--- src/nrp_pkg.sv ---
// Shared types and constants of the notice/progress-poll sequencer.
package nrp_pkg;

  // input item kinds
  localparam logic [1:0] OP_START = 2'd0;
  localparam logic [1:0] OP_TICK  = 2'd1;
  localparam logic [1:0] OP_REPLY = 2'd2;

  // result kinds
  localparam logic [1:0] KIND_SEND   = 2'd0;
  localparam logic [1:0] KIND_REPORT = 2'd1;
  localparam logic [1:0] KIND_FINISH = 2'd2;

  // finish outcomes
  localparam logic [1:0] OUTC_SUCCESS   = 2'd0;
  localparam logic [1:0] OUTC_EXHAUSTED = 2'd1;
  localparam logic [1:0] OUTC_PEER_ERR  = 2'd2;

  // command codes
  localparam logic [15:0] CODE_NOTICE = 16'h01BB;
  localparam logic [15:0] CODE_QUERY  = 16'h01CC;

  // status low byte classification masks
  localparam logic [7:0] STAT_ERR_BIT  = 8'h80;
  localparam logic [7:0] STAT_CODE_MSK = 8'h03;

  // configuration register indexes
  localparam int unsigned CfgIdxW = 4;
  localparam logic [CfgIdxW-1:0] REG_NOTICE_TO   = 4'd0;
  localparam logic [CfgIdxW-1:0] REG_QUERY_TO    = 4'd1;
  localparam logic [CfgIdxW-1:0] REG_QUERY_INTV  = 4'd2;
  localparam logic [CfgIdxW-1:0] REG_MAX_ATTEMPT = 4'd3;

  // register reset values
  localparam logic [15:0] RST_NOTICE_TO   = 16'd5000;
  localparam logic [15:0] RST_QUERY_TO    = 16'd5000;
  localparam logic [15:0] RST_QUERY_INTV  = 16'd3000;
  localparam logic [7:0]  RST_MAX_ATTEMPT = 8'd5;

  // result queue depth default
  localparam int unsigned OUTQ_DEPTH = 4;

  typedef enum logic [3:0] {
    PH_IDLE   = 4'b0001,
    PH_NOTICE = 4'b0010,
    PH_QWAIT  = 4'b0100,
    PH_QGAP   = 4'b1000
  } nrp_phase_e;

  typedef struct packed {
    logic [1:0]  op;
    logic        reply_valid;
    logic [15:0] reply_code;
    logic [15:0] reply_status;
  } nrp_item_t;

  typedef struct packed {
    logic [1:0]  kind;
    logic [15:0] cmd_code;
    logic [7:0]  seq_num;
    logic [15:0] report_status;
    logic [1:0]  outcome;
    logic        last;
  } nrp_res_t;

  // results of one processed item, up to two
  typedef struct packed {
    logic [1:0] num;
    nrp_res_t   r0;
    nrp_res_t   r1;
  } nrp_push_t;

endpackage

--- src/nrp_core.sv ---
// Configuration registers, sequencer state and the per-item step logic.
module nrp_core import nrp_pkg::*; (
  input  logic               clk_i,
  input  logic               rst_ni,
  input  logic               cfg_we_i,
  input  logic [CfgIdxW-1:0] cfg_index_i,
  input  logic [15:0]        cfg_data_i,
  input  logic               fire_i,
  input  nrp_item_t          item_i,
  output nrp_push_t          push_o
);

  logic [15:0] notice_to_q, query_to_q, query_intv_q;
  logic [7:0]  max_att_q;

  nrp_phase_e  phase_q, phase_d;
  logic [7:0]  att_q, att_d;
  logic [15:0] el_q, el_d;

  logic [7:0]  lo;
  logic        is_err, is_done, reply_ok;
  logic [15:0] el_tick;
  logic        do_notice, do_query, do_fail, do_over;

  always_ff @(posedge clk_i or negedge rst_ni) begin
    if (!rst_ni) begin
      notice_to_q  <= RST_NOTICE_TO;
      query_to_q   <= RST_QUERY_TO;
      query_intv_q <= RST_QUERY_INTV;
      max_att_q    <= RST_MAX_ATTEMPT;
    end else if (cfg_we_i) begin
      case (cfg_index_i)
        REG_NOTICE_TO:   notice_to_q  <= cfg_data_i;
        REG_QUERY_TO:    query_to_q   <= cfg_data_i;
        REG_QUERY_INTV:  query_intv_q <= cfg_data_i;
        REG_MAX_ATTEMPT: max_att_q    <= cfg_data_i[7:0];
        default: ;
      endcase
    end
  end

  always_ff @(posedge clk_i or negedge rst_ni) begin
    if (!rst_ni) begin
      phase_q <= PH_IDLE;
      att_q   <= '0;
      el_q    <= '0;
    end else begin
      phase_q <= phase_d;
      att_q   <= att_d;
      el_q    <= el_d;
    end
  end

  assign lo       = item_i.reply_status[7:0];
  assign is_err   = ((lo & STAT_ERR_BIT) != 8'h00) || ((lo & STAT_CODE_MSK) == 8'h03);
  assign is_done  = (lo & STAT_CODE_MSK) == 8'h01;
  assign el_tick  = (phase_q != PH_IDLE && el_q != 16'hFFFF) ? el_q + 16'd1 : el_q;

  always_comb begin
    phase_d   = phase_q;
    att_d     = att_q;
    el_d      = el_q;
    push_o    = '0;
    do_notice = 1'b0;
    do_query  = 1'b0;
    do_fail   = 1'b0;
    do_over   = 1'b0;
    reply_ok  = 1'b0;

    if (fire_i) begin
      case (item_i.op)
        OP_START: begin
          if (phase_q == PH_IDLE) begin
            att_d     = 8'd1;
            do_notice = 1'b1;
          end
        end
        OP_TICK: begin
          el_d = el_tick;
          case (phase_q)
            PH_NOTICE: do_fail  = el_tick >= notice_to_q;
            PH_QWAIT:  do_over  = el_tick >= query_to_q;
            PH_QGAP:   do_query = el_tick >= query_intv_q;
            default: ;
          endcase
        end
        OP_REPLY: begin
          case (phase_q)
            PH_NOTICE: begin
              reply_ok = item_i.reply_valid && item_i.reply_code == CODE_NOTICE && !is_err;
              do_fail  = !reply_ok;
              do_query = reply_ok;
            end
            PH_QWAIT: begin
              if (item_i.reply_valid && item_i.reply_code == CODE_QUERY &&
                  (is_err || is_done)) begin
                phase_d                 = PH_IDLE;
                push_o.num              = 2'd2;
                push_o.r0.kind          = KIND_REPORT;
                push_o.r0.cmd_code      = CODE_QUERY;
                push_o.r0.report_status = item_i.reply_status;
                push_o.r1.kind          = KIND_FINISH;
                push_o.r1.outcome       = is_err ? OUTC_PEER_ERR : OUTC_SUCCESS;
              end else begin
                do_over = 1'b1;
              end
            end
            default: ;
          endcase
        end
        default: ;
      endcase

      // wait over: send at once if the interval already passed
      if (do_over) begin
        if (el_d >= query_intv_q) begin
          do_query = 1'b1;
        end else begin
          phase_d = PH_QGAP;
        end
      end

      if (do_fail) begin
        if (att_q >= max_att_q) begin
          phase_d           = PH_IDLE;
          push_o.num        = 2'd1;
          push_o.r0.kind    = KIND_FINISH;
          push_o.r0.outcome = OUTC_EXHAUSTED;
        end else begin
          att_d     = att_q + 8'd1;
          do_notice = 1'b1;
        end
      end

      if (do_notice) begin
        el_d               = '0;
        phase_d            = PH_NOTICE;
        push_o.num         = 2'd2;
        push_o.r0.kind     = KIND_REPORT;
        push_o.r0.cmd_code = CODE_NOTICE;
        push_o.r1.kind     = KIND_SEND;
        push_o.r1.cmd_code = CODE_NOTICE;
        push_o.r1.seq_num  = att_d;
      end

      if (do_query) begin
        el_d               = '0;
        phase_d            = PH_QWAIT;
        push_o.num         = 2'd1;
        push_o.r0.kind     = KIND_SEND;
        push_o.r0.cmd_code = CODE_QUERY;
        push_o.r0.seq_num  = 8'd1;
      end

      push_o.r0.last = push_o.num == 2'd1;
      push_o.r1.last = push_o.num == 2'd2;
    end
  end

endmodule

--- src/nrp_outq.sv ---
// Small result queue: takes up to two results a cycle, hands out one.
module nrp_outq import nrp_pkg::*; #(
  parameter int unsigned Depth = OUTQ_DEPTH
) (
  input  logic      clk_i,
  input  logic      rst_ni,
  input  nrp_push_t push_i,
  output logic      room_o,
  output logic      out_valid_o,
  input  logic      out_ready_i,
  output nrp_res_t  out_res_o
);

  localparam int unsigned PtrW = (Depth > 1) ? $clog2(Depth) : 1;
  localparam int unsigned CntW = $clog2(Depth + 1);

  nrp_res_t            mem_q [Depth];
  logic [PtrW-1:0]     head_q, tail_q, tail1;
  logic [CntW-1:0]     count_q;
  logic                pop;

  function automatic logic [PtrW-1:0] ptr_inc(input logic [PtrW-1:0] p);
    logic [PtrW-1:0] r;
    if (p == PtrW'(Depth - 1)) begin
      r = '0;
    end else begin
      r = p + 1'b1;
    end
    return r;
  endfunction

  assign tail1       = ptr_inc(tail_q);
  assign out_valid_o = count_q != '0;
  assign pop         = out_valid_o && out_ready_i;
  assign out_res_o   = mem_q[head_q];
  // room for a full pair, so a processed item never waits on a partial write
  assign room_o      = count_q <= CntW'(Depth - 2);

  always_ff @(posedge clk_i) begin
    if (push_i.num != 2'd0) begin
      mem_q[tail_q] <= push_i.r0;
    end
    if (push_i.num == 2'd2) begin
      mem_q[tail1] <= push_i.r1;
    end
  end

  always_ff @(posedge clk_i or negedge rst_ni) begin
    if (!rst_ni) begin
      head_q  <= '0;
      tail_q  <= '0;
      count_q <= '0;
    end else begin
      if (pop) begin
        head_q <= ptr_inc(head_q);
      end
      case (push_i.num)
        2'd1:    tail_q <= tail1;
        2'd2:    tail_q <= ptr_inc(tail1);
        default: ;
      endcase
      count_q <= count_q + CntW'(push_i.num) - CntW'(pop);
    end
  end

endmodule

--- src/notice_retry_then_progress_poll_unit.sv ---
// Top level of the notice-retry then progress-poll command sequencer.
//
// One input item (start, 1 ms tick, or reply) is taken per cycle while
// in_ready_o is high. An accepted item lands in an input register; once
// the result queue has room for a pair the step logic updates phase,
// attempt count and elapsed-ms state and writes the zero, one or two
// results it causes into a Depth-entry result queue (default four).
// Results leave one per cycle while out_ready_i is high, so the sustained
// rate is one item per cycle for items with at most one result; while
// items keep producing two (notice acknowledgement plus send, or report
// plus finish) the queue fills and the input stalls. An item passes the
// input register and its results the result queue, both registered.
// The input register stalls only when the result queue lacks room for a
// pair. Configuration writes are always taken (cfg_ready_o tied high) and
// must only be issued while the unit is idle. Register indexes: 0 notice
// timeout, 1 query timeout, 2 query interval (all ms ticks), 3 max
// attempts; other indexes are ignored.
module notice_retry_then_progress_poll_unit import nrp_pkg::*; #(
  parameter int unsigned OutqDepth = OUTQ_DEPTH
) (
  input  logic               clk_i,
  input  logic               rst_ni,
  // configuration write channel
  input  logic               cfg_valid_i,
  output logic               cfg_ready_o,
  input  logic [CfgIdxW-1:0] cfg_index_i,
  input  logic [15:0]        cfg_data_i,
  // input items
  input  logic               in_valid_i,
  output logic               in_ready_o,
  input  logic [1:0]         op_i,
  input  logic               reply_valid_i,
  input  logic [15:0]        reply_code_i,
  input  logic [15:0]        reply_status_i,
  // result items
  output logic               out_valid_o,
  input  logic               out_ready_i,
  output logic [1:0]         kind_o,
  output logic [15:0]        cmd_code_o,
  output logic [7:0]         seq_num_o,
  output logic [15:0]        report_status_o,
  output logic [1:0]         outcome_o,
  output logic               last_o
);

  nrp_item_t item_q;
  logic      item_vld_q;
  logic      room, fire, in_xfer;
  nrp_push_t push;
  nrp_res_t  head;

  assign cfg_ready_o = 1'b1;

  // process the held item once the queue can absorb its results
  assign fire       = item_vld_q && room;
  assign in_ready_o = !item_vld_q || fire;
  assign in_xfer    = in_valid_i && in_ready_o;

  always_ff @(posedge clk_i or negedge rst_ni) begin
    if (!rst_ni) begin
      item_vld_q <= 1'b0;
    end else if (in_xfer) begin
      item_vld_q <= 1'b1;
    end else if (fire) begin
      item_vld_q <= 1'b0;
    end
  end

  // payload, no reset needed
  always_ff @(posedge clk_i) begin
    if (in_xfer) begin
      item_q.op           <= op_i;
      item_q.reply_valid  <= reply_valid_i;
      item_q.reply_code   <= reply_code_i;
      item_q.reply_status <= reply_status_i;
    end
  end

  nrp_core u_core (
    .clk_i       (clk_i),
    .rst_ni      (rst_ni),
    .cfg_we_i    (cfg_valid_i && cfg_ready_o),
    .cfg_index_i (cfg_index_i),
    .cfg_data_i  (cfg_data_i),
    .fire_i      (fire),
    .item_i      (item_q),
    .push_o      (push)
  );

  nrp_outq #(
    .Depth (OutqDepth)
  ) u_outq (
    .clk_i       (clk_i),
    .rst_ni      (rst_ni),
    .push_i      (push),
    .room_o      (room),
    .out_valid_o (out_valid_o),
    .out_ready_i (out_ready_i),
    .out_res_o   (head)
  );

  assign kind_o          = head.kind;
  assign cmd_code_o      = head.cmd_code;
  assign seq_num_o       = head.seq_num;
  assign report_status_o = head.report_status;
  assign outcome_o       = head.outcome;
  assign last_o          = head.last;

endmodule

--- config.mk ---
export PLATFORM = sky130hd
export DESIGN_NAME = notice_retry_then_progress_poll_unit
export DESIGN_NICKNAME = d
export VERILOG_FILES = /design/src/nrp_pkg.sv /design/src/nrp_core.sv /design/src/nrp_outq.sv /design/src/notice_retry_then_progress_poll_unit.sv
export SDC_FILE = /design/constraint.sdc
export NUM_CORES = 1
export LEC_CHECK = 0
export ABC_AREA = 0
export BUFFER_PORTS_ARGS = -buffer_cell sky130_fd_sc_hd__buf_4
export CAP_MARGIN = 20
export CORE_MARGIN = 10
export CORE_UTILIZATION = 55
export DETAILED_ROUTE_END_ITERATION = 6
export GPL_TIMING_DRIVEN = 0
export PLACE_DENSITY = 0.77
export SLEW_MARGIN = 0
export SYNTH_ARGS = -nofsm -noshare
export SYNTH_HDL_FRONTEND = slang
export SYNTH_SLANG_ARGS = --single-unit
--- constraint.sdc ---
create_clock -name clk_i -period 5.3 [get_ports clk_i]
set_input_delay 0.53 -clock clk_i [delete_from_list [all_inputs] [get_ports clk_i]]
set_output_delay 0.53 -clock clk_i [all_outputs]
set_load 0.01 [all_outputs]
* Word level (Yosys, flattened, before mapping)
Memories as Yosys holds them, arrays and structs flattened.
Cells that the tools add are included.
** Operators by class
- $add $sub $neg :: 7
- Magnitude comparators :: 6
- Eq/ne operators :: 22
- Multiplexer cells :: 71
- Reductions and logical operators :: 24
** Operators by type and width (count)
- 16-bit 2-to-1 mux :: 8
- 20-bit 2-to-1 mux :: 4
- 73-bit 2-to-1 mux :: 1
- 16-bit >= comparator :: 4
- 28-bit 2-to-1 mux :: 2
- 4-bit 2-to-1 mux :: 11
- 16-bit by 9-bit equality test with 1-bit output, second input constant :: 2
- 8-bit 2-to-1 mux :: 4
- 26-bit 2-to-1 mux :: 1
- 1-bit 2-to-1 mux :: 24
- 2-bit 2-to-1 mux :: 11
- 16-bit by 1-bit adder with 16-bit output, second input constant :: 1
- 16-bit inequality test, second input constant :: 1
- 2-bit equality test, second input constant :: 7
- 4-bit by 2-bit equality test with 1-bit output, second input constant :: 3
- 8-bit by 1-bit adder with 8-bit output, second input constant :: 1
- 2-bit by 1-bit equality test with 1-bit output, second input constant :: 4
- 4-bit by 1-bit equality test with 1-bit output, second input constant :: 2
- 8-bit >= comparator :: 1
- 1-bit logical AND :: 8
- 2-bit AND reduction :: 4
- 2-bit by 1-bit adder with 2-bit output, second input constant :: 3
- 1-bit case mux with 2 select lines :: 3
- 2-bit nonzero test :: 3
- 13 further kinds :: 17
** Word-level totals
- Register bits after elaboration :: 127
- Bits in writable memories :: 180
- Input port bits :: 60
- Output and inout port bits :: 48
- Logic and storage cells :: 146
- Memories kept :: 1
** Memory list
- u_outq.mem_q :: words 4, bits a word 45, read ports 1, clocked after memory_dff 0, write ports 2, RTL line nrp_outq.sv:17 : nrp_res_t mem_q [Depth];

* Longest topological paths before layout
Gate-level depths: netlist of run 1.
- Depth in word-level cells :: 18
- Mapped depth :: 25
- Depth with buffers taken out :: 20

* Modules after synthesis
From an unflattened synthesis of run 1, not the netlist that was laid out.
** Unflattened totals
- Cells, all modules :: 1270
- Area total of the unflattened synthesis :: 17096.4 sq um
** Modules (own cells, without submodules)
- nrp_outq :: instances 1, cells an instance 491, area each 9273.9 sq um, sequential area each 5580.4 sq um
- nrp_core :: instances 1, cells an instance 737, area each 6700.2 sq um, sequential area each 2127.0 sq um
- notice_retry_then_progress_poll_unit :: instances 1, cells an instance 42, area each 1122.3 sq um, sequential area each 1076.0 sq um

* Least setup slack after synthesis of run 1
Ideal clock, no wire load.
- Kind :: reg2reg
- Start :: reg u_core.el_q[7]
- End :: mem u_outq.mem_q[2][0] (netlist bit), enable pin
- Library setup time :: 0.308 ns
- Data arrival time :: 5.230 ns
- Required time :: 4.992 ns
- Slack :: -0.238 ns
- Stages on the path, launching flop included :: 25
- Path buffers :: 5
- Period minus slack after synthesis :: 5.538 ns
- Path through :: dfrtp_1 buf_2 nand4_1 nor4_4 a2111oi_4 and2_0 buf_2 nand2_1 nor2_1 xnor2_1 ha_1 a211o_1 a31oi_1 o21ai_0 o31ai_2 o21ai_4 a21oi_2 inv_1 ha_1 clkbuf_1 and2_1 clkbuf_1 nor2_1 clkbuf_1 inv_1
** RTL lines
- start: declaration :: RTL line nrp_core.sv:18 : logic [15:0] el_q, el_d;
- start signal: assignment :: RTL line nrp_core.sv:50 : el_q <= el_d;
- end: declaration :: RTL line nrp_outq.sv:17

==> impl_metrics.py, run 1 <==
metrics = {
    "synthesis": {
        "syn_avg_cell_area_um2": 11.38,
        "synth.distinct_cells": 80,
        "synthesis.area_mm2": 0.01302,
        "async_flop_share": 0.3608,
        "ys_seq_elements": 255,
        "synth_edf_count": 87,
        "synthCells": 1144,
        "synth_flop_cell": "edfxtp_1",
        "yosys_warnings": 0,
        "yosysSeqAreaShare": 0.4963,
    },
    "global_route": {
        "grt_overflow_total": 0,
        "grt_max_degree": 49,
        "grt_pass1_wl_mm": 52.55,
        "antenna_found_initial": 0,
        "grtUsageTotal": 0.2102,
        "grt_pass1_vias": 9985,
    },
    "worst_setup_path": {
        "crit_buf_inv": 5,
        "critPathCaptureType": "flip-flop",
        "max_stage_delay_ns": 0.53,
        "worstPathMaxFanout": 10,
        "cp-start-kind": "flip-flop",
        "cp.required_ns": 5.69,
        "slowest_stage": "dfrtp_1",
        "path_cells": "nand2_2 -> nor4_4 -> buf_4 -> a41oi_4 -> xnor2_2 -> buf_4 -> ha_1 -> nand2b_1 -> a2111oi_2 -> a2111oi_4 -> o31ai_4 -> o21ai_4 -> a21oi_4 -> inv_1 -> ha_2 -> buf_6 -> and2_1 -> buf_8 -> a2111oi_4 -> o21bai_1",
        "crit_arrival_ns": 5.49,
        "worst-setup-path-type": "reg -> reg",
        "crit_family": "compound AO/OA/AOI/OAI gates",
    },
    "finish": {
        "area_growth_pct": 21.64,
        "antenna_cells": 0,
        "design_area_mm2": 0.01584,
        "drive_gt1_frac": 0.2691,
        "design.final.nets": 1465,
        "fin_cells": 1653,
    },
    "sta": {
        "whs_ns": 0.01931,
        "maxSlewViolCount": 0,
        "setup_viol": 0,
        "worst-slew-pin-transition_ns": 0.9282,
        "clock_skew_ns": 0.02948,
        "rsz0062_at_grt": "false",
        "timing.final.crit_share": 0.9630,
        "timing.final.crit_period_ns": 5.104,
        "setup_tns_ns": 0,
        "hold_viol_final": 0,
        "slew_headroom": 0.3812,
        "max_freq_mhz": 195.9,
    },
    "die": {
        "fp-row-count": 56,
        "start_util": 0.5564,
        "core_area_mm2": 0.02340,
        "die_area_mm2": 0.03023,
        "die_y_um": 173.9,
        "die_x_um": 173.9,
        "ios": 108,
    },
    "placement": {
        "gp_congestion": 0.9126,
        "io_buffers": 99,
        "placedInstanceArea_mm2": 0.01425,
        "dp_cells": 1569,
        "dp_hpwl_mm": 23.02,
    },
    "clock_network": {
        "clock-sinks": 255,
        "root_buffer": "clkbuf_16",
        "htree_levels": 1,
        "cts_buffers": 27,
        "clk_path_buf_depth": 3,
        "tritoncts": "done",
        "cts.clk_slew.worst_paths_ns": 0.07,
        "insertion_delay_ns": 0.56,
        "cts_hold_buf": 0,
    },
    "routing": {
        "via_per_inst": 5.861,
        "wl_mm": 32.93,
        "post_drt_wl_per_cell_um": 19.92,
        "vias": 9689,
        "drcViolationCount": 0,
        "drt_iter0_markers": 797,
        "drt-pass1-iter-count": 5,
        "drtAntennaViolNets": 0,
    },
    "pwr": {
        "total_power_mw": 5.535,
        "p_per_area_mw_per_mm2": 349.5,
        "ir_drop_mv": 0.2842,
        "p_leak_nw": 6.490,
    },
    "hold_path": {
        "hp-class": "in -> async",
    },
    "outcome": {
        "status": "completed",
    },
    "run": {
        "drv_cap": 0,
    },
}
timing repair:
item	in CTS	in global routing
pin swaps	19	15
resized for setup	61	24
gates cloned	1	0
setup endpoints to repair	178	157
buffers inserted	28	7
state kept, by name, indices dropped and copies added (netlist names):
signal,count
u_outq.mem_q,128
item_q,35
u_core.el_q,16
u_core.notice_to_q,16
u_core.query_intv_q,16
u_core.query_to_q,16
u_core.att_q,8
u_core.max_att_q,8
u_core.phase_q,4
u_outq.count_q,3
u_outq.head_q,2
u_outq.tail_q,2
item_vld_q,1
cell type report:
cell class / instances / area, um^2
Fill cell: 1713 / 7565
Sequential cell: 255 / 6461
Multi-Input combinational cell: 744 / 6210
Timing Repair Buffer: 136 / 1079
Clock buffer: 40 / 774.5
Buffer: 67 / 473.0
Tap cell: 319 / 399.1
Inverter: 82 / 325.3
Clock inverter: 10 / 116.4
report_power, final:
| group | switching [mW] | internal, mW | leakage (nW) | total, mW |
|---|---|---|---|---|
| Sequential | 0.118 | 2.27 | 2.43 | 2.39 |
| Combinational | 0.781 | 0.476 | 3.62 | 1.26 |
| Clock | 0.781 | 1.11 | 0.439 | 1.89 |
worst paths after layout:
check,start,end,slack [ns],cells past startpoint
max,u_core.el_q[13],u_outq.mem_q[3][19],0.20,20
min,rst_ni,u_core.phase_q[1],0.02,1
max in group asynchronous,rst_ni,u_core.max_att_q[0],4.56,2
min in group clk_i,reply_status_i[14],item_q[14],0.15,1
min reg2reg,u_outq.mem_q[3][1],u_outq.mem_q[3][1],0.47,2
max reg2reg,u_core.el_q[13],u_outq.mem_q[3][19],0.20,20
layout by cell type (no fill, tap or decap), types with 13 or more instances in the layout:
cell type,count
buf_4,150
edfxtp_1,87
dfstp_2,20
mux2_2,27
a21oi_1,42
mux4_2,32
dfrtp_1,72
dfxtp_1,76
and2_1,13
nand3_1,24
nor2_1,42
clkbuf_16,28
nand2_1,107
xnor2_1,20
ha_1,86
nand2b_1,16
a22o_1,67
nor3_1,16
nand4_1,17
o21ai_0,68
inv_1,78
clkbuf_1,30
cells by family after synthesis:
kind of cell / after synthesis / synth area share
muxes: 60 / 0.07947
DFF: 255 / 0.4963
other: 2 / 0.0005768
and+or+nand+nor: 291 / 0.1181
AOI/OAI and AO/OA: 260 / 0.1417
xor gates and xnor gates: 33 / 0.02220
adders and majority gates: 92 / 0.08899
buffers and inverters: 151 / 0.05266
per-layer routing:
metal  wire length [um]  part of all wire  global-route usage
met2              16450              0.50              0.3649
met5                  0                 0                   0
met1              13380              0.41              0.2570
met4               1010             0.031             0.07125
met3               2094             0.064             0.03899
cell usage after synthesis (17+ instances only):
cell / number / share of area
clkbuf_1: 34 / 0.0098
xnor2_1: 25 / 0.017
inv_1: 82 / 0.024
nand4_1: 17 / 0.0082
dfxtp_1: 76 / 0.12
nand2_1: 109 / 0.031
nand2b_1: 17 / 0.0082
mux4_2: 32 / 0.055
nand3_1: 25 / 0.0096
a22o_1: 67 / 0.045
dfrtp_1: 72 / 0.14
o21ai_0: 69 / 0.027
ha_1: 91 / 0.087
dfstp_2: 20 / 0.040
edfxtp_1: 87 / 0.20
nor2_1: 47 / 0.014
a21oi_1: 42 / 0.016
buf_4: 20 / 0.012
mux2_2: 27 / 0.023
per-stage QoR:
step	utilization	setup slack [ns]
2_1_floorplan	-	0.02101
3_3_place_gp	0.6078	-1.393
3_5_place_dp	0.6091	-1.464
4_1_cts	0.6693	0.01420
5_1_grt	0.6768	0.001573
6_report	0.6768	0.1962
Power figures use the tool's default switching activity.
==> run 2, diff against run 1 <==
--- a/config.mk
+++ b/config.mk
@@ -12,6 +12,7 @@
 export CORE_UTILIZATION = 55
 export DETAILED_ROUTE_END_ITERATION = 6
 export GPL_TIMING_DRIVEN = 0
+export MAX_ROUTING_LAYER = met4
 export PLACE_DENSITY = 0.77
 export SLEW_MARGIN = 0
 export SYNTH_ARGS = -nofsm -noshare
==> run 2 against run 1 <==
Net effect:
- die area stayed put
- cell count is essentially flat
- maximum frequency is 1.2% lower
- clock power grew 4%
- setup slack got worse by 0.061 ns
- combinational power about the same
- sequential share of layout area is 0.093 points lower
- clock skew down 0.014 ns
- critical endpoint is now u_outq.mem_q[0][26]
- largest cell class unchanged
==> impl_metrics.py, run 2 (synthesized netlist as in run 1, its figures left out) <==
metrics = {
    "outcome": {
        "status": "completed",
    },
    "sta": {
        "layout_setup_ws_ns": 0.1354,
        "setup_tns_ns": 0,
        "hold_viol_final": 0,
        "clock_skew_ns": 0.01499,
        "worst-slew-pin-transition_ns": 0.9748,
        "timing.final.crit_share": 0.9744,
        "setup_viol": 0,
        "maxSlewViolCount": 0,
        "slew_headroom": 0.3501,
        "max_freq_mhz": 193.6,
        "timing.final.crit_period_ns": 5.165,
    },
    "placement": {
        "io_buffers": 99,
        "gp_congestion": 0.9210,
        "dp_cells": 1569,
        "placedInstanceArea_mm2": 0.01425,
        "dp_hpwl_mm": 22.71,
        "dp_slack_ns": -1.449,
    },
    "clock_network": {
        "htree_levels": 1,
        "tritoncts": "done",
        "cts.clk_slew.worst_paths_ns": 0.06,
        "clock-sinks": 255,
        "clk_path_buf_depth": 3,
        "insertion_delay_ns": 0.55,
        "cts_buffers": 27,
        "root_buffer": "clkbuf_16",
    },
    "finish": {
        "design_area_mm2": 0.01588,
        "fin_cells": 1652,
        "reg_top3": "u_outq.mem_q: 128 flops, item_q: 35 flops",
        "final_common_cell": "buf_4",
        "largest-register": "u_outq.mem_q",
        "largest_reg_flops": 128,
        "design.final.nets": 1464,
        "antenna_cells": 0,
        "drive_gt1_frac": 0.2746,
        "area_growth_pct": 21.97,
        "layout_common_cells": "150 x buf_4, 106 x nand2_1, 87 x ha_1, 87 x edfxtp_1, 78 x inv_1",
    },
    "worst_setup_path": {
        "max_stage_delay_ns": 0.44,
        "slowest_stage": "or3_4",
        "crit_arrival_ns": 5.42,
        "cp-start-kind": "flip-flop",
        "worst-setup-path-type": "reg -> reg",
        "crit_top_cell": "buf_4",
        "crit_buf_inv": 8,
        "cp.required_ns": 5.56,
        "critPathCaptureType": "flip-flop",
        "crit_family": "simple AND/OR/NAND/NOR gates",
        "worstPathMaxFanout": 10,
    },
    "routing": {
        "drt_iter0_markers": 954,
        "vias": 9783,
        "drcViolationCount": 0,
        "drt-pass1-iter-count": 5,
        "via_per_inst": 5.922,
        "post_drt_wl_per_cell_um": 20.07,
        "drtAntennaViolNets": 0,
        "wl_mm": 33.16,
    },
    "pwr": {
        "p_int_mw": 3.909,
        "p_leak_nw": 6.541,
        "ir_drop_mv": 0.3088,
        "p_per_area_mw_per_mm2": 353.1,
        "switching_share": 0.3029,
        "clkPwrFrac": 0.349,
        "p_seq_frac": 0.426,
        "comb_power_share": 0.225,
        "switching_power_mw": 1.699,
    },
    "global_route": {
        "grt_max_degree": 52,
        "grt_pass1_vias": 9930,
        "grt_pass1_wl_mm": 52.98,
        "antenna_found_initial": 0,
        "grtUsageTotal": 0.2180,
        "grt_overflow_total": 0,
    },
    "run": {
        "drv_cap": 0,
    },
    "die": {
        "die_area_mm2": 0.03023,
        "ios": 108,
        "die_y_um": 173.9,
        "core_area_mm2": 0.02340,
        "fp-row-count": 56,
        "start_util": 0.5564,
        "die_x_um": 173.9,
    },
    "hold_path": {
        "hp-class": "in -> async",
    },
}
==> run 2: cell count changes in the layout (fill, tap and decap cells not counted), moves of 4 or more <==
cell,before,now
clkinv_1,2,6
clkbuf_1,30,26
clkbuf_8,9,5
xnor2_2,4,8
xnor2_1,20,16
==> run 2: path summary, 6_finish.rpt <==
check                      slack, ns                from  cells past startpoint                endpoint
max                             0.14      u_core.el_q[7]                     25     u_outq.mem_q[0][26]
min                             0.01              rst_ni                      1  u_core.notice_to_q[14]
max reg2reg                     0.14      u_core.el_q[7]                     25     u_outq.mem_q[0][26]
min reg2reg                     0.47  u_outq.mem_q[1][1]                      2      u_outq.mem_q[1][1]
max in group asynchronous       4.57              rst_ni                      2  u_core.query_intv_q[5]
min in group clk_i              0.15  reply_status_i[14]                      1              item_q[14]
==> run 2: routing by layer <==
metal  share of wire  GRT usage  vias to the layer above  routed length (um)
met5               0          -                        -                   0
met3           0.062    0.02962                       72                2052
met2            0.51     0.3710                      346               16920
met1            0.40     0.2686                     4859               13290
li1                -          -                     4506                   -
met4           0.027    0.05593                        0                 896
==> run 2: per-stage QoR <==
step                        util  hold WS (ns)  total power [mW]
after global routing      0.6786       0.07549             5.854
after floorplan                -        0.2344             3.194
after global placement    0.6078        0.4485             3.536
after detailed placement  0.6087        0.4580             3.575
final                     0.6786       0.01090             5.608
after CTS                 0.6662       0.03913             5.562
==> run 2: power by group through the flow <==
stage	Combinational [mW]	Clock, mW	Sequential, mW
after detailed placement	1.15	0	2.42
after global placement	1.12	0	2.41
after CTS	1.20	1.97	2.39
after floorplan	0.810	0	2.38
after global routing	1.39	2.05	2.41
final	1.26	1.96	2.39
==> run 2: cell type report <==
| class | instances | area (um^2) |
|---|---|---|
| multi-input cells | 745 | 6250 |
| plain buffers | 66 | 461.7 |
| flip-flops and latches | 255 | 6464 |
| clock inverters | 17 | 171.4 |
| well taps | 319 | 399.1 |
| inverters | 82 | 325.3 |
| clock buffers | 33 | 750.7 |
| fillers | 1713 | 7522 |
| repair buffers | 135 | 1059 |
==> run 2: timing repair <==
action / in CTS / in global routing
pin swaps: 15 / 15
hold buffers: 0 / 0
setup endpoints to repair: 177 / 156
gates resized for setup: 60 / 36
gates cloned: 2 / 2
buffers inserted: 20 / 12
==> run 3, diff against run 2 <==
--- a/config.mk
+++ b/config.mk
@@ -6,7 +6,7 @@
 export NUM_CORES = 1
 export LEC_CHECK = 0
 export ABC_AREA = 0
-export BUFFER_PORTS_ARGS = -buffer_cell sky130_fd_sc_hd__buf_4
+export BUFFER_PORTS_ARGS = -buffer_cell sky130_fd_sc_hd__buf_2
 export CAP_MARGIN = 20
 export CORE_MARGIN = 10
 export CORE_UTILIZATION = 55
==> run 3 against run 2 <==
Net effect:
- count of clock-buffer cells in the layout up 3
- flip-flop and latch count unchanged
- combinational power down 6%
- critical path depth up 1
- via count down 1.6%
- cell count up 0.18%
- register-to-register slack about the same
- sequential power about the same
- worst hold slack better by 0.15 ns
- non-clock buffer count up 6
- maximum frequency about the same
- critical path type unchanged
==> impl_metrics.py, run 3 (synthesized netlist as in run 1, its figures left out) <==
metrics = {
    "outcome": {
        "status": "completed",
    },
    "finish": {
        "layout_common_cells": "108 x nand2_1, 98 x buf_2, 89 x ha_1",
        "design.final.nets": 1468,
        "drive_gt1_frac": 0.2635,
        "final_util": 0.6603,
        "largest-register": "u_outq.mem_q",
        "reg_top3": "u_outq.mem_q: 128 flops, item_q: 35 flops",
        "final_common_cell": "nand2_1",
        "area_growth_pct": 18.68,
        "largest_reg_flops": 128,
        "antenna_cells": 0,
        "design_area_mm2": 0.01545,
    },
    "sta": {
        "worst-slew-pin-transition_ns": 0.9332,
        "timing.final.crit_share": 0.9754,
        "whs_ns": 0.1651,
        "maxSlewViolCount": 0,
        "timing.final.crit_period_ns": 5.170,
        "hold_viol_final": 0,
        "slew_headroom": 0.3779,
        "max_freq_mhz": 193.4,
        "setup_viol": 0,
        "clock_skew_ns": 0.01605,
        "layout_setup_ws_ns": 0.1304,
    },
    "routing": {
        "drtAntennaViolNets": 0,
        "wl_mm": 32.22,
        "drt_iter0_markers": 763,
        "vias": 9629,
        "post_drt_wl_per_cell_um": 19.47,
        "drt-pass1-iter-count": 6,
        "via_per_inst": 5.818,
        "drcViolationCount": 0,
    },
    "global_route": {
        "grt_pass1_wl_mm": 51.88,
        "grtUsageTotal": 0.2121,
        "grt_overflow_total": 0,
        "grt_pass1_vias": 9805,
        "grt_max_degree": 73,
        "antenna_found_initial": 0,
    },
    "die": {
        "die_area_mm2": 0.03023,
        "die_y_um": 173.9,
        "core_area_mm2": 0.02340,
        "fp-row-count": 56,
        "ios": 108,
        "die_x_um": 173.9,
        "start_util": 0.5564,
    },
    "pwr": {
        "p_seq_frac": 0.442,
        "p_leak_nw": 6.366,
        "p_per_area_mw_per_mm2": 349.7,
        "switching_power_mw": 1.623,
        "clkPwrFrac": 0.338,
        "comb_power_share": 0.220,
        "ir_drop_mv": 0.2685,
        "switching_share": 0.3003,
        "p_int_mw": 3.781,
    },
    "clock_network": {
        "tritoncts": "done",
        "cts.clk_slew.worst_paths_ns": 0.06,
        "root_buffer": "clkbuf_16",
        "htree_levels": 1,
        "clock-sinks": 255,
        "cts_buffers": 26,
        "clk_path_buf_depth": 3,
        "insertion_delay_ns": 0.54,
    },
    "placement": {
        "dp_hpwl_mm": 22.83,
        "io_buffers": 99,
        "dp_slack_ns": -1.393,
        "placedInstanceArea_mm2": 0.01401,
        "gp_congestion": 0.9199,
    },
    "worst_setup_path": {
        "worst-setup-path-type": "reg -> reg",
        "cp.required_ns": 5.78,
        "cp-start-kind": "flip-flop",
        "crit_arrival_ns": 5.65,
        "slowest_stage": "o31ai_4",
        "worstPathMaxFanout": 10,
        "crit_family": "compound AO/OA/AOI/OAI gates",
        "max_stage_delay_ns": 0.40,
        "crit_buf_inv": 8,
        "crit_top_cell": "buf_4",
        "critPathCaptureType": "flip-flop",
    },
    "hold_path": {
        "hp-class": "in -> reg",
    },
    "run": {
        "drv_cap": 0,
    },
}
[run 3: stage by stage]
| step | TNS [ns] | std cells | total power, mW |
|---|---|---|---|
| 3_3_place_gp | -131.38 | 1568 | 3.513 |
| 5_1_grt | -1.395 | 1655 | 5.653 |
| 3_5_place_dp | -139.93 | 1569 | 3.571 |
| 6_report | 0 | 1655 | 5.404 |
| 2_1_floorplan | 0 | 1150 | 3.194 |
| 4_1_cts | -0.2716 | 1638 | 5.411 |
[run 3: area by class of cell]
| class | count | area [um^2] |
|---|---|---|
| Fill cell | 1773 | 7950 |
| Sequential cell | 255 | 6464 |
| Multi-Input combinational cell | 744 | 6112 |
| Timing Repair Buffer | 140 | 840.8 |
| Clock buffer | 36 | 698.2 |
| Buffer | 67 | 462.9 |
| Tap cell | 319 | 399.1 |
| Inverter | 82 | 327.8 |
| Clock inverter | 12 | 147.6 |
[run 3: worst paths after layout]
check	start	to	slack (ns)	depth (start not counted)
max	u_core.el_q[8]	u_outq.mem_q[3][15]	0.13	26
max in group asynchronous	rst_ni	u_core.query_intv_q[7]	4.16	3
max reg2reg	u_core.el_q[8]	u_outq.mem_q[3][15]	0.13	26
min reg2reg	u_outq.mem_q[3][1]	u_outq.mem_q[3][1]	0.47	2
min	reply_status_i[5]	item_q[5]	0.17	1
min in group asynchronous	rst_ni	u_core.notice_to_q[14]	0.43	2
[run 3: worst reg2reg max path, delay by kind of cell (launching register included)]
family / cells / cell delay, ns
adder cells (fa/ha/maj): 2 / 0.52
AO/OA/AOI/OAI: 8 / 1.85
XOR/XNOR: 1 / 0.17
AND/OR/NAND/NOR: 7 / 1.01
buffers and inverters: 8 / 1.20
flip-flops: 1 / 0.37
[run 3: metal layers]
layer / routed length (um) / track usage / part of all wire / up-vias
met5: 0 / - / 0 / -
met4: 704 / 0.05593 / 0.022 / 0
met3: 1669 / 0.03006 / 0.052 / 59
met2: 16070 / 0.3555 / 0.50 / 331
met1: 13780 / 0.2648 / 0.43 / 4730
li1: - / - / - / 4509
[run 3: power groups by stage]
| stage | combinational (mW) | sequential, mW | clock (mW) |
|---|---|---|---|
| 2_1_floorplan | 0.810 | 2.38 | 0 |
| 3_3_place_gp | 1.10 | 2.41 | 0 |
| 3_5_place_dp | 1.15 | 2.42 | 0 |
| 4_1_cts | 1.19 | 2.38 | 1.84 |
| 5_1_grt | 1.33 | 2.41 | 1.92 |
| 6_report | 1.19 | 2.39 | 1.83 |
[run 3: repair_timing]
action	4_1_cts	5_1_grt
buffers inserted	22	16
pin swaps	17	17
cloned	0	1
resized for setup	57	20
hold buffers	1	0
hold endpoints to repair	17	0
setup endpoints to repair	174	162
